--- config.mk ---
export PLATFORM = sky130hd
export DESIGN_NAME = trpe_div
export DESIGN_NICKNAME = d
export VERILOG_FILES = /design/src/rtl/trpe_pkg.sv /design/src/rtl/trpe_div.sv
export SDC_FILE = /design/constraint.sdc
export NUM_CORES = 1
export LEC_CHECK = 0
export BUFFER_PORTS_ARGS = -buffer_cell sky130_fd_sc_hd__buf_2
export CAP_MARGIN = 5
export CORE_ASPECT_RATIO = 1.4
export CORE_MARGIN = 2
export CORE_UTILIZATION = 55
export CTS_CLUSTER_SIZE = 40
export DETAILED_ROUTE_END_ITERATION = 8
export GPL_TIMING_DRIVEN = 0
export PLACE_DENSITY = 0.81
export SLEW_MARGIN = 20
export SYNTH_ARGS = -nofsm -noshare
export SYNTH_HDL_FRONTEND = slang
export SYNTH_SLANG_ARGS = --single-unit
export TNS_END_PERCENT = 30
--- constraint.sdc ---
create_clock -name clk_i -period 4 [get_ports clk_i]
set_input_delay 0.2 -clock clk_i [delete_from_list [all_inputs] [get_ports clk_i]]
set_output_delay 0.2 -clock clk_i [all_outputs]
set_load 0.03 [all_outputs]
--- src/rtl/trpe_pkg.sv ---
`timescale 1ns / 1ps

package trpe_pkg;

  // time stamps, durations and the accumulator share one fixed-point width
  localparam int unsigned TIME_W = 32;

  // saturating drop counter width
  localparam int unsigned DROP_W = 16;

  // configuration data and address widths
  localparam int unsigned CFG_DATA_W = 32;
  localparam int unsigned CFG_ADDR_W = 3;

  // register index, taken from paddr[2]
  typedef enum logic [0:0] {
    REG_EMISSION_DELAY = 1'b0,
    REG_ENTRY_LIFETIME = 1'b1
  } reg_idx_e;

  // register reset values (one second with 16 fraction bits)
  localparam logic [TIME_W-1:0] EMISSION_DELAY_RST = 32'h0001_0000;
  localparam logic [TIME_W-1:0] ENTRY_LIFETIME_RST = 32'h0001_0000;

endpackage

--- src/rtl/trpe_div.sv ---
`timescale 1ns / 1ps

module trpe_div (
  input  logic                        clk_i,
  input  logic                        rst_ni,
  input  logic                        start_i,
  input  logic [trpe_pkg::TIME_W-1:0] dividend_i,
  input  logic [trpe_pkg::TIME_W-1:0] divisor_i,
  output logic                        busy_o,
  output logic [trpe_pkg::TIME_W-1:0] quotient_o,
  output logic [trpe_pkg::TIME_W-1:0] remainder_o
);

  import trpe_pkg::*;

  localparam int unsigned CNT_W = $clog2(TIME_W);

  logic              busy_q;
  logic [CNT_W-1:0]  count_q;
  logic [TIME_W-1:0] quo_q;
  logic [TIME_W-1:0] rem_q;
  logic [TIME_W-1:0] dsr_q;
  logic [TIME_W:0]   shifted;
  logic [TIME_W:0]   diff;
  logic              take;

  // restoring step: shift in the next dividend bit and try the subtract
  assign shifted = {rem_q, quo_q[TIME_W-1]};
  assign diff    = shifted - {1'b0, dsr_q};
  assign take    = ~diff[TIME_W];

  // control
  always_ff @(posedge clk_i or negedge rst_ni) begin
    if (!rst_ni) begin
      busy_q  <= 1'b0;
      count_q <= '0;
    end else if (start_i) begin
      busy_q  <= 1'b1;
      count_q <= '0;
    end else if (busy_q) begin
      count_q <= count_q + 1'b1;
      if (count_q == CNT_W'(TIME_W - 1)) begin
        busy_q <= 1'b0;
      end
    end
  end

  // one quotient bit per cycle
  always_ff @(posedge clk_i) begin
    if (start_i) begin
      quo_q <= dividend_i;
      rem_q <= '0;
      dsr_q <= divisor_i;
    end else if (busy_q) begin
      quo_q <= {quo_q[TIME_W-2:0], take};
      rem_q <= take ? diff[TIME_W-1:0] : shifted[TIME_W-1:0];
    end
  end

  assign busy_o      = busy_q;
  assign quotient_o  = quo_q;
  assign remainder_o = rem_q;

endmodule

==> results of run 1 <==
cell type report:
type	instances	area [sq um]
Fill cell	874	3551
Multi-Input combinational cell	432	3067
Sequential cell	102	2713
Timing Repair Buffer	132	665.6
Clock buffer	11	254.0
Tap cell	141	176.4
Inverter	46	172.7
Buffer	33	145.1
Clock inverter	5	66.31
power by group through the flow:
stage          sequential (mW)  combinational [mW]  clock (mW)
2_1_floorplan             1.80                1.35           0
3_3_place_gp              1.52                2.17           0
3_5_place_dp              1.53                2.23           0
4_1_cts                   1.51                2.25       0.952
5_1_grt                   1.53                2.47       0.980
6_report                  1.51                2.27       0.942
critical path: cells and delay by family, from the launching register on:
kind,cells,cell delay [ns]
simple gates,1,0.20
flops,1,0.38
compound gates,8,1.94
fa+ha+maj,2,0.61
buf+inv,2,0.34
worst max-delay path by stage:
stage | cells after the start | endpoint | from
finish | 13 | remainder_o[22] | quotient_o[31]
CTS | 13 | remainder_o[22] | quotient_o[31]
global route | 13 | remainder_o[24] | quotient_o[31]
detailed placement | 13 | remainder_o[23] | quotient_o[31]
global placement | 13 | remainder_o[23] | quotient_o[31]
floorplan | 13 | remainder_o[23] | quotient_o[31]
stage by stage:
stage	setup slack, ns	util	hold WS, ns	cells
6_report	0.4130	0.6715	0.01093	902
2_1_floorplan	0.6553	-	-0.09559	613
3_5_place_dp	0.4467	0.6410	0.03174	885
4_1_cts	0.4315	0.6715	0.006116	902
5_1_grt	0.1723	0.6715	0.009333	902
3_3_place_gp	0.5520	0.6410	0.02424	885
kinds of logic after synthesis:
kind of cell,after synthesis,synth area share
xor gates and xnor gates,27,0.03878
buffers and inverters,79,0.05212
AOI/OAI and AO/OA,174,0.1995
muxes,34,0.06239
adders and majority gates,35,0.07306
and+or+nand+nor,162,0.1293
DFF,102,0.4449
cells in the mapped netlist (3+ instances only):
cell	count	area share
edfxtp_1	64	0.32
nor2_1	51	0.031
inv_1	46	0.028
a21oi_1	40	0.033
o21ai_0	38	0.031
nand3_1	36	0.030
ha_1	34	0.070
dfxtp_1	32	0.11
mux2_2	32	0.059
nand2_1	31	0.019
a311oi_1	25	0.036
clkbuf_1	18	0.011
xnor2_1	17	0.024
a21o_1	14	0.017
buf_2	10	0.0082
xor2_1	10	0.014
and2_1	7	0.0072
o31ai_1	7	0.0086
dfrtp_1	6	0.025
nand2b_1	6	0.0062
nand4_1	5	0.0051
o21a_1	5	0.0062
o21bai_1	5	0.0062
a31oi_1	4	0.0041
and3_1	4	0.0041
nor3_1	4	0.0033
o2111ai_1	4	0.0057
o211ai_1	4	0.0049
o21ai_1	4	0.0033
nor2b_1	3	0.0031
or3_1	3	0.0031
registers in the layout, indices dropped and copies added (netlist names):
name	count
dsr_q	32
remainder_o	32
busy_o	1
quotient_o	32
count_q	5
layout by cell type (no fill, tap or decap), types with 3 or more instances in the layout:
cell	Yosys	routed
a21o_1	14	14
a21oi_1	40	40
a311oi_1	25	25
a31oi_1	4	4
and2_1	7	7
and3_1	4	4
buf_2	10	141
clkbuf_1	18	19
clkbuf_16	0	10
dfrtp_1	6	6
dfxtp_1	32	32
edfxtp_1	64	64
ha_1	34	34
inv_1	46	45
mux2_2	32	32
nand2_1	31	31
nand2b_1	6	6
nand3_1	36	36
nand4_1	5	5
nor2_1	51	51
nor2b_1	3	3
nor3_1	4	4
o2111ai_1	4	4
o211ai_1	4	4
o21a_1	5	5
o21ai_0	38	38
o21ai_1	4	4
o21bai_1	5	5
o31ai_1	7	7
or3_1	3	3
xnor2_1	17	17
xor2_1	10	10
layer usage:
layer  share of wire  track usage
met1            0.37       0.2818
met2            0.53       0.5026
met3           0.066      0.05386
met4           0.033       0.1280
met5               0            0
timing repair:
action / in CTS / in global routing
hold buffers: 1 / 0
endpoints found under the hold margin: 6 / 0
setup endpoints to repair: 0 / 0
resized for setup: 0 / 0
==> metrics.yaml, run 1 <==
min_path_cells: 1
clock_latency_ns: 0.36
slew_headroom: 0.4774
synth_seq_area_share: 0.4449
dieWidth_microns: 92.99
comb_power_share: 0.481
final_cell_area_sq_mm: 0.007259
yosysWarnings: 0
swShare: 0.4333
initialDrtViolationCount: 314
min_to: "dsr_q[2]"
cts_setup_buffers: 0
area_delta_synth_final_pct: 19.06
power_leakage_nw: 3.229
cts_tree: "done"
fp-row-count: 45
power_switching_mw: 2.049
hp-class: "in -> reg"
grt_usage: 0.2673
grt_pass1_vias: 5477
clockPowerShare: 0.199
synthCells: 613
crit_type: "reg -> reg"
cts_max_path_buffers: 2
endpoint_kind: "flop"
coreArea_sq_mm: 0.01081
die_h_microns: 128.6
crit_chain: "inv_1 > ha_1 > fa_1 > nand2b_1 > a21o_1 > a211oi_4 > o31ai_2 > a211o_4 > a21o_2 > a31oi_4 > buf_2 > o21ai_0 > a311oi_1"
ys.flop_type: "edfxtp_1"
place_hpwl_microns: 11920
routed_wl_microns: 16050
diodes: 0
cts_root_buffer: "clkbuf_16"
final_layout_size_suffix_gt1_frac: 0.2720
wl_per_cell_microns: 17.79
r2r.worst_path.cells: 13
synth_seq_cells: 102
gp_congestion: 0.9283
synth_edf_count: 64
vias: 5397
fin_crit_sh: 0.8967
worstPathMaxFanout: 10
gr-total-overflow: 0
powerDensity_mw_per_mm2: 651.3
dr.pass1.iters: 5
hold_viol_final: 0
fin_total_pwr_mw: 4.728
vdd_ir_drop_max_mv: 0.2989
avgSynthCellArea_sq_um: 9.946
fmax_mhz: 278.8
htreeDepth: 3
grt_pass1_wl_microns: 25240
drv_cap: 0
port_buffers: 131
min_period_ns: 3.587
internal_power_mw: 2.680
async_flop_share: 0.05882
synth_cell_types: 67
skew_ns: 0.008293
crit_path_start_kind: "flop"
cp.arrival_ns: 3.85
fin_nets: 858
placed_area_sq_mm: 0.006929
cts_buffers: 9
r2r_start: "quotient_o[31]"
drc: 0
critPathRequiredTime_ns: 4.26
power_frac_seq: 0.320
cp_slowest_cell: "fa_1"
setup_violations: 0
start_util: 0.5640
status: "completed"
die_area_sq_mm: 0.01196
viasPerCell: 5.983
clock-sinks: 102
tns_ns: 0
drv_slew: 0
grt_max_degree: 34
regToRegSetupSlack_ns: 0.41
rsz0062_at_grt: "no"
hp-start: "divisor_i[2]"
io_pins: 132
ant_nets: 0
antenna_found_initial: 0
clkSlewWorstSetupHoldPaths_ns: 0.07
tightest_slew_ns: 0.7840
max_stage_delay_ns: 0.39
reg2reg_to: "remainder_o[22]"
syn_nets: 715
synth_area_sq_mm: 0.006097
Power figures use the tool's default switching activity.
==> inputs of run 2 (changes only) <==
--- a/config.mk
+++ b/config.mk
@@ -14,6 +14,7 @@
 export DETAILED_ROUTE_END_ITERATION = 8
 export GPL_TIMING_DRIVEN = 0
 export PLACE_DENSITY = 0.81
+export REMOVE_ABC_BUFFERS = 1
 export SLEW_MARGIN = 20
 export SYNTH_ARGS = -nofsm -noshare
 export SYNTH_HDL_FRONTEND = slang
==> metrics.yaml, run 2 (synthesized netlist as in run 1, its figures left out) <==
hp-start: "divisor_i[26]"
diodes: 0  # unchanged
tightest_slew_ns: 0.7924  # +0.008467 ns
min_path_cells: 1  # unchanged
max_stage_delay_ns: 0.58  # +0.19 ns
fin_util: 0.6675  # -0.004051
drv_slew: 0  # unchanged
r2r.worst_path.cells: 12  # -1
initialDrtViolationCount: 261  # -17%
regToRegSetupSlack_ns: 0.24  # -0.17 ns
dieWidth_microns: 92.99  # unchanged
layout_common_cells: "buf_2, edfxtp_1, nor2_1, inv_1, a21oi_1"
start_util: 0.5640  # unchanged
vdd_ir_drop_max_mv: 0.3477  # +16%
antenna_found_initial: 0  # unchanged
viasPerCell: 5.943  # -0.68%
htreeDepth: 3  # unchanged
grt_pass1_wl_microns: 24440  # -3.2%
io_pins: 132  # unchanged
cp.arrival_ns: 3.99  # +0.14 ns
fin_nets: 831  # -3.1%
worstPathMaxFanout: 17  # +7
min_period_ns: 3.755  # +0.1680 ns
clkSlewWorstSetupHoldPaths_ns: 0.08  # about the same
dr.pass1.iters: 5  # unchanged
crit_path_start_kind: "flop"
cts_buffers: 9  # unchanged
grt_usage: 0.2519  # -0.01548
tns_ns: 0  # unchanged
rsz0062_at_grt: "no"
cts_root_buffer: "clkbuf_16"
setup_slack_ns: 0.2450  # -0.1680 ns
cts_tree: "done"
place_hpwl_microns: 10600  # -11%
routed_wl_microns: 14840  # -7.5%
status: "completed"
vias: 5200  # -3.7%
endpoint_kind: "flop"
crit_type: "reg -> reg"
cts_setup_buffers: 0  # unchanged
die_area_sq_mm: 0.01196  # unchanged
fillers: 913  # +4.5%
hp-class: "in -> reg"
cpLargestDelayFamily: "compound AO/OA/AOI/OAI gates"
final_layout_size_suffix_gt1_frac: 0.2752  # +0.003194
setup_violations: 0  # unchanged
cp_slowest_cell: "a31oi_4"
cp_num_buf_inv: 1  # -1
slew_headroom: 0.4705  # -0.006900
grt_pass1_vias: 5275  # -3.7%
fmax_mhz: 266.3  # -4.5%
power_leakage_nw: 3.195  # -1.1%
final_cell_area_sq_mm: 0.007216  # -0.60%
coreArea_sq_mm: 0.01081  # unchanged
mostFrequentLayoutCell: "buf_2"
clock-sinks: 102  # unchanged
wl_per_cell_microns: 16.96  # -4.7%
skew_ns: 0.009577  # +0.001284 ns
critPathRequiredTime_ns: 4.23  # -0.03 ns
crit_chain: "inv_1 > ha_1 > fa_1 > nand2b_1 > a21o_1 > a211oi_4 > o31ai_2 > a211o_4 > a21o_2 > a31oi_4 > nor2_1 > a221o_1"
fp-row-count: 45  # unchanged
powerDensity_mw_per_mm2: 641.8  # -1.5%
port_buffers: 131  # unchanged
fin_crit_sh: 0.9388  # +0.04201
drv_cap: 0  # unchanged
ant_nets: 0  # unchanged
gp_congestion: 0.9027  # -2.8%
dp_slack_ns: 0.06827  # -0.3785 ns
placed_area_sq_mm: 0.006867  # -0.90%
min_to: "dsr_q[26]"
clock_latency_ns: 0.35  # about the same
drc: 0  # unchanged
grt_max_degree: 68  # +100%
hold_viol_final: 0  # unchanged
gr-total-overflow: 0  # unchanged
cts_max_path_buffers: 2  # unchanged
area_delta_synth_final_pct: 18.35
r2r_start: "quotient_o[31]"
reg2reg_to: "remainder_o[23]"
die_h_microns: 128.6  # unchanged
run 2: final cells by class:
cell class / instances / area (sq um) / share of cell area
tap: 141 / 176.4 / 0.02445
clock inverter: 7 / 81.33 / 0.01127
clock buffer: 9 / 225.2 / 0.03121
inverter: 46 / 172.7 / 0.02393
multi-input combinational: 433 / 3097 / 0.4292
sequential: 102 / 2714 / 0.3761
timing repair buffer: 137 / 749.5 / 0.1039
run 2: how the worst max path moves through the flow:
stage,start,endpoint,slack (ns),cells past startpoint
after floorplan,remainder_o[11],remainder_o[23],0.32,10
final,quotient_o[31],remainder_o[23],0.24,12
after CTS,quotient_o[31],remainder_o[23],0.05,12
after global placement,remainder_o[27],remainder_o[23],-0.92,9
after global routing,quotient_o[31],remainder_o[3],0.03,12
after detailed placement,quotient_o[31],remainder_o[23],0.07,12
run 2: metal layers:
metal / track usage / vias to the layer above / wire [microns]
met5: 0 / - / 0
met4: 0.09775 / 0 / 414
met3: 0.05562 / 38 / 961
met2: 0.4480 / 181 / 7555
met1: 0.2952 / 2475 / 5908
li1: - / 2506 / -
run 2: metrics by stage:
step | cells | hold slack [ns] | total power, mW
6_report | 875 | 0.02090 | 4.631
5_1_grt | 875 | 0.01242 | 4.935
4_1_cts | 873 | 0.01148 | 4.633
3_5_place_dp | 856 | 0.02900 | 3.714
3_3_place_gp | 852 | 0.02405 | 3.612
2_1_floorplan | 580 | -0.09559 | 3.102
run 2: power by group:
group,internal (mW),switching [mW]
logic,0.827,1.40
clock network,0.449,0.445
registers,1.32,0.183
total,2.60,2.03
run 2: what timing repair did:
action / CTS / global route
hold endpoints to repair: 6 / 0
endpoints found under the setup margin: 0 / 26
hold buffers: 1 / 0
gates resized for setup: 0 / 1
==> inputs of run 3 (changes only) <==
--- a/config.mk
+++ b/config.mk
@@ -7,7 +7,7 @@
 export LEC_CHECK = 0
 export BUFFER_PORTS_ARGS = -buffer_cell sky130_fd_sc_hd__buf_2
 export CAP_MARGIN = 5
-export CORE_ASPECT_RATIO = 1.4
+export CORE_ASPECT_RATIO = 1.5
 export CORE_MARGIN = 2
 export CORE_UTILIZATION = 55
 export CTS_CLUSTER_SIZE = 40
==> metrics.yaml, run 3 (synthesized netlist as in run 1, its figures left out) <==
status: "completed"
initialDrtViolationCount: 281  # +7.7%
crit_path_start_kind: "flop"
reg2reg_to: "remainder_o[23]"
cts_max_path_buffers: 2  # unchanged
routed_wl_microns: 14900  # +0.40%
antenna_found_initial: 0  # unchanged
layout_common_cells: "buf_2, edfxtp_1, nor2_1, inv_1, a21oi_1"
gr-total-overflow: 0  # unchanged
endpoint_kind: "flop"
clock-sinks: 102  # unchanged
cts_tree: "done"
skew_ns: 0.009156  # -0.0004201 ns
fin_nets: 830  # -0.12%
cp-startpoint: "quotient_o[31]"
start_util: 0.5574  # -0.006581
min_period_ns: 3.932  # +0.1775 ns
fmax_mhz: 254.3  # -4.5%
final_cell_count_no_fill: 880  # +0.57%
drv_slew: 0  # unchanged
area_delta_synth_final_pct: 17.83
port_buffers: 131  # unchanged
hold_ws_ns: 0.01643  # -0.004477 ns
power_leakage_nw: 3.180  # -0.46%
regToRegSetupSlack_ns: 0.07  # -0.18 ns
cp_slowest_cell: "a31oi_4"
cts_root_buffer: "clkbuf_16"
crit_type: "reg -> reg"
tns_ns: 0  # unchanged
clkSlewWorstSetupHoldPaths_ns: 0.08  # about the same
cts_setup_buffers: 0  # unchanged
grt_pass1_wl_microns: 24750  # +1.3%
r2r.worst_path.cells: 12  # unchanged
cp.arrival_ns: 4.17  # +0.18 ns
fin_crit_sh: 0.9831  # +0.04436
mostFrequentLayoutCell: "buf_2"
fillers: 892  # -2.3%
dieWidth_microns: 89.97  # -3.2%
drv_cap: 0  # unchanged
r2r_start: "quotient_o[31]"
diodes: 0  # unchanged
io_pins: 132  # unchanged
fp-row-count: 47  # +4.4%
final_layout_size_suffix_gt1_frac: 0.2742  # -0.0009888
powerDensity_mw_per_mm2: 640.0  # -0.28%
setup_violations: 0  # unchanged
max_stage_delay_ns: 0.76  # +0.18 ns
viasPerCell: 5.885  # -0.97%
grt_pass1_vias: 5219  # -1.1%
vias: 5179  # -0.40%
cts_buffers: 9  # unchanged
tightest_slew_ns: 0.9372  # +0.1448 ns
crit_chain: "inv_1 > ha_1 > fa_1 > nand2b_1 > a21o_1 > a211oi_4 > o31ai_2 > a211o_4 > a21o_2 > a31oi_4 > nor2_1 > a221o_1"
vdd_ir_drop_max_mv: 0.2954  # -15%
rsz0062_at_grt: "yes"
place_hpwl_microns: 10950  # +3.3%
endpoint: "remainder_o[23]"
dp_cells: 862  # +0.70%
gp_congestion: 0.9299  # +3.0%
die_h_microns: 133.0  # +3.4%
critPathRequiredTime_ns: 4.24  # about the same
slew_headroom: 0.3752  # -0.09527
grt_usage: 0.2504  # -0.001433
grt_max_degree: 59  # -13%
dr.pass1.iters: 5  # unchanged
drc: 0  # unchanged
htreeDepth: 3  # unchanged
coreArea_sq_mm: 0.01094  # +1.2%
hp-class: "in -> reg"
wl_per_cell_microns: 16.93  # -0.17%
worstPathMaxFanout: 33  # +16
hold_viol_final: 0  # unchanged
ant_nets: 0  # unchanged
die_area_sq_mm: 0.01196  # about the same
clock_latency_ns: 0.35  # about the same
[run 3: worst min-delay path by stage]
| stage | slack, ns | endpoint | startpoint | cells after the start |
|---|---|---|---|---|
| 4_1_cts | 0.01 | dsr_q[29] | divisor_i[29] | 1 |
| 2_1_floorplan | -0.1 | busy_o | rst_ni | 0 |
| 5_1_grt | 0.02 | dsr_q[2] | divisor_i[2] | 1 |
| 3_5_place_dp | 0.03 | count_q[3] | rst_ni | 1 |
| 6_report | 0.02 | dsr_q[29] | divisor_i[29] | 1 |
| 3_3_place_gp | 0.03 | count_q[3] | rst_ni | 1 |
[run 3: metrics by stage]
| stage | worst slack (ns) | area (sq um) | total power [mW] | utilization |
|---|---|---|---|---|
| after CTS | 0.05937 | 7169 | 4.584 | 0.6555 |
| final | 0.06752 | 7184 | 4.598 | 0.6568 |
| after global routing | -0.1946 | 7184 | 4.879 | 0.6568 |
| after global placement | -0.9321 | 6792 | 3.619 | 0.6209 |
| after detailed placement | 0.09364 | 6870 | 3.716 | 0.6281 |
| after floorplan | 0.3206 | 5952 | 3.102 | - |
[run 3: critical path: cells and delay by family (launching register included)]
family / cells / cell delay, ns
adders and majority gates: 2 / 0.60
buffers and inverters: 1 / 0.06
DFF: 1 / 0.39
and+or+nand+nor: 2 / 0.37
AOI/OAI and AO/OA: 7 / 2.37
[run 3: power by group]
part / switching, mW / internal, mW / total [mW]
Combinational: 1.40 / 0.822 / 2.23
Clock: 0.432 / 0.437 / 0.869
Sequential: 0.179 / 1.32 / 1.50
Total: 2.01 / 2.58 / 4.60
[run 3: per-layer routing]
metal	up-vias	share of wire	global-route usage
met2	211	0.51	0.4411
met5	-	0	0
li1	2494	-	-
met4	0	0.026	0.09829
met1	2434	0.40	0.2961
met3	40	0.063	0.05809
[run 3: cell type report]
type,count,area [sq um],share of cell area
Clock inverter,7,63.81,0.008882
Timing Repair Buffer,137,749.5,0.1043
Sequential cell,102,2714,0.3777
Multi-Input combinational cell,432,3075,0.4281
Tap cell,147,183.9,0.02560
Clock buffer,9,225.2,0.03135
Inverter,46,172.7,0.02403
[run 3: what timing repair did]
| item | in CTS | in global routing |
|---|---|---|
| hold buffers | 1 | 0 |
| gates resized for setup | 0 | 1 |
| setup endpoints to repair | 0 | 24 |
| hold endpoints to repair | 6 | 0 |
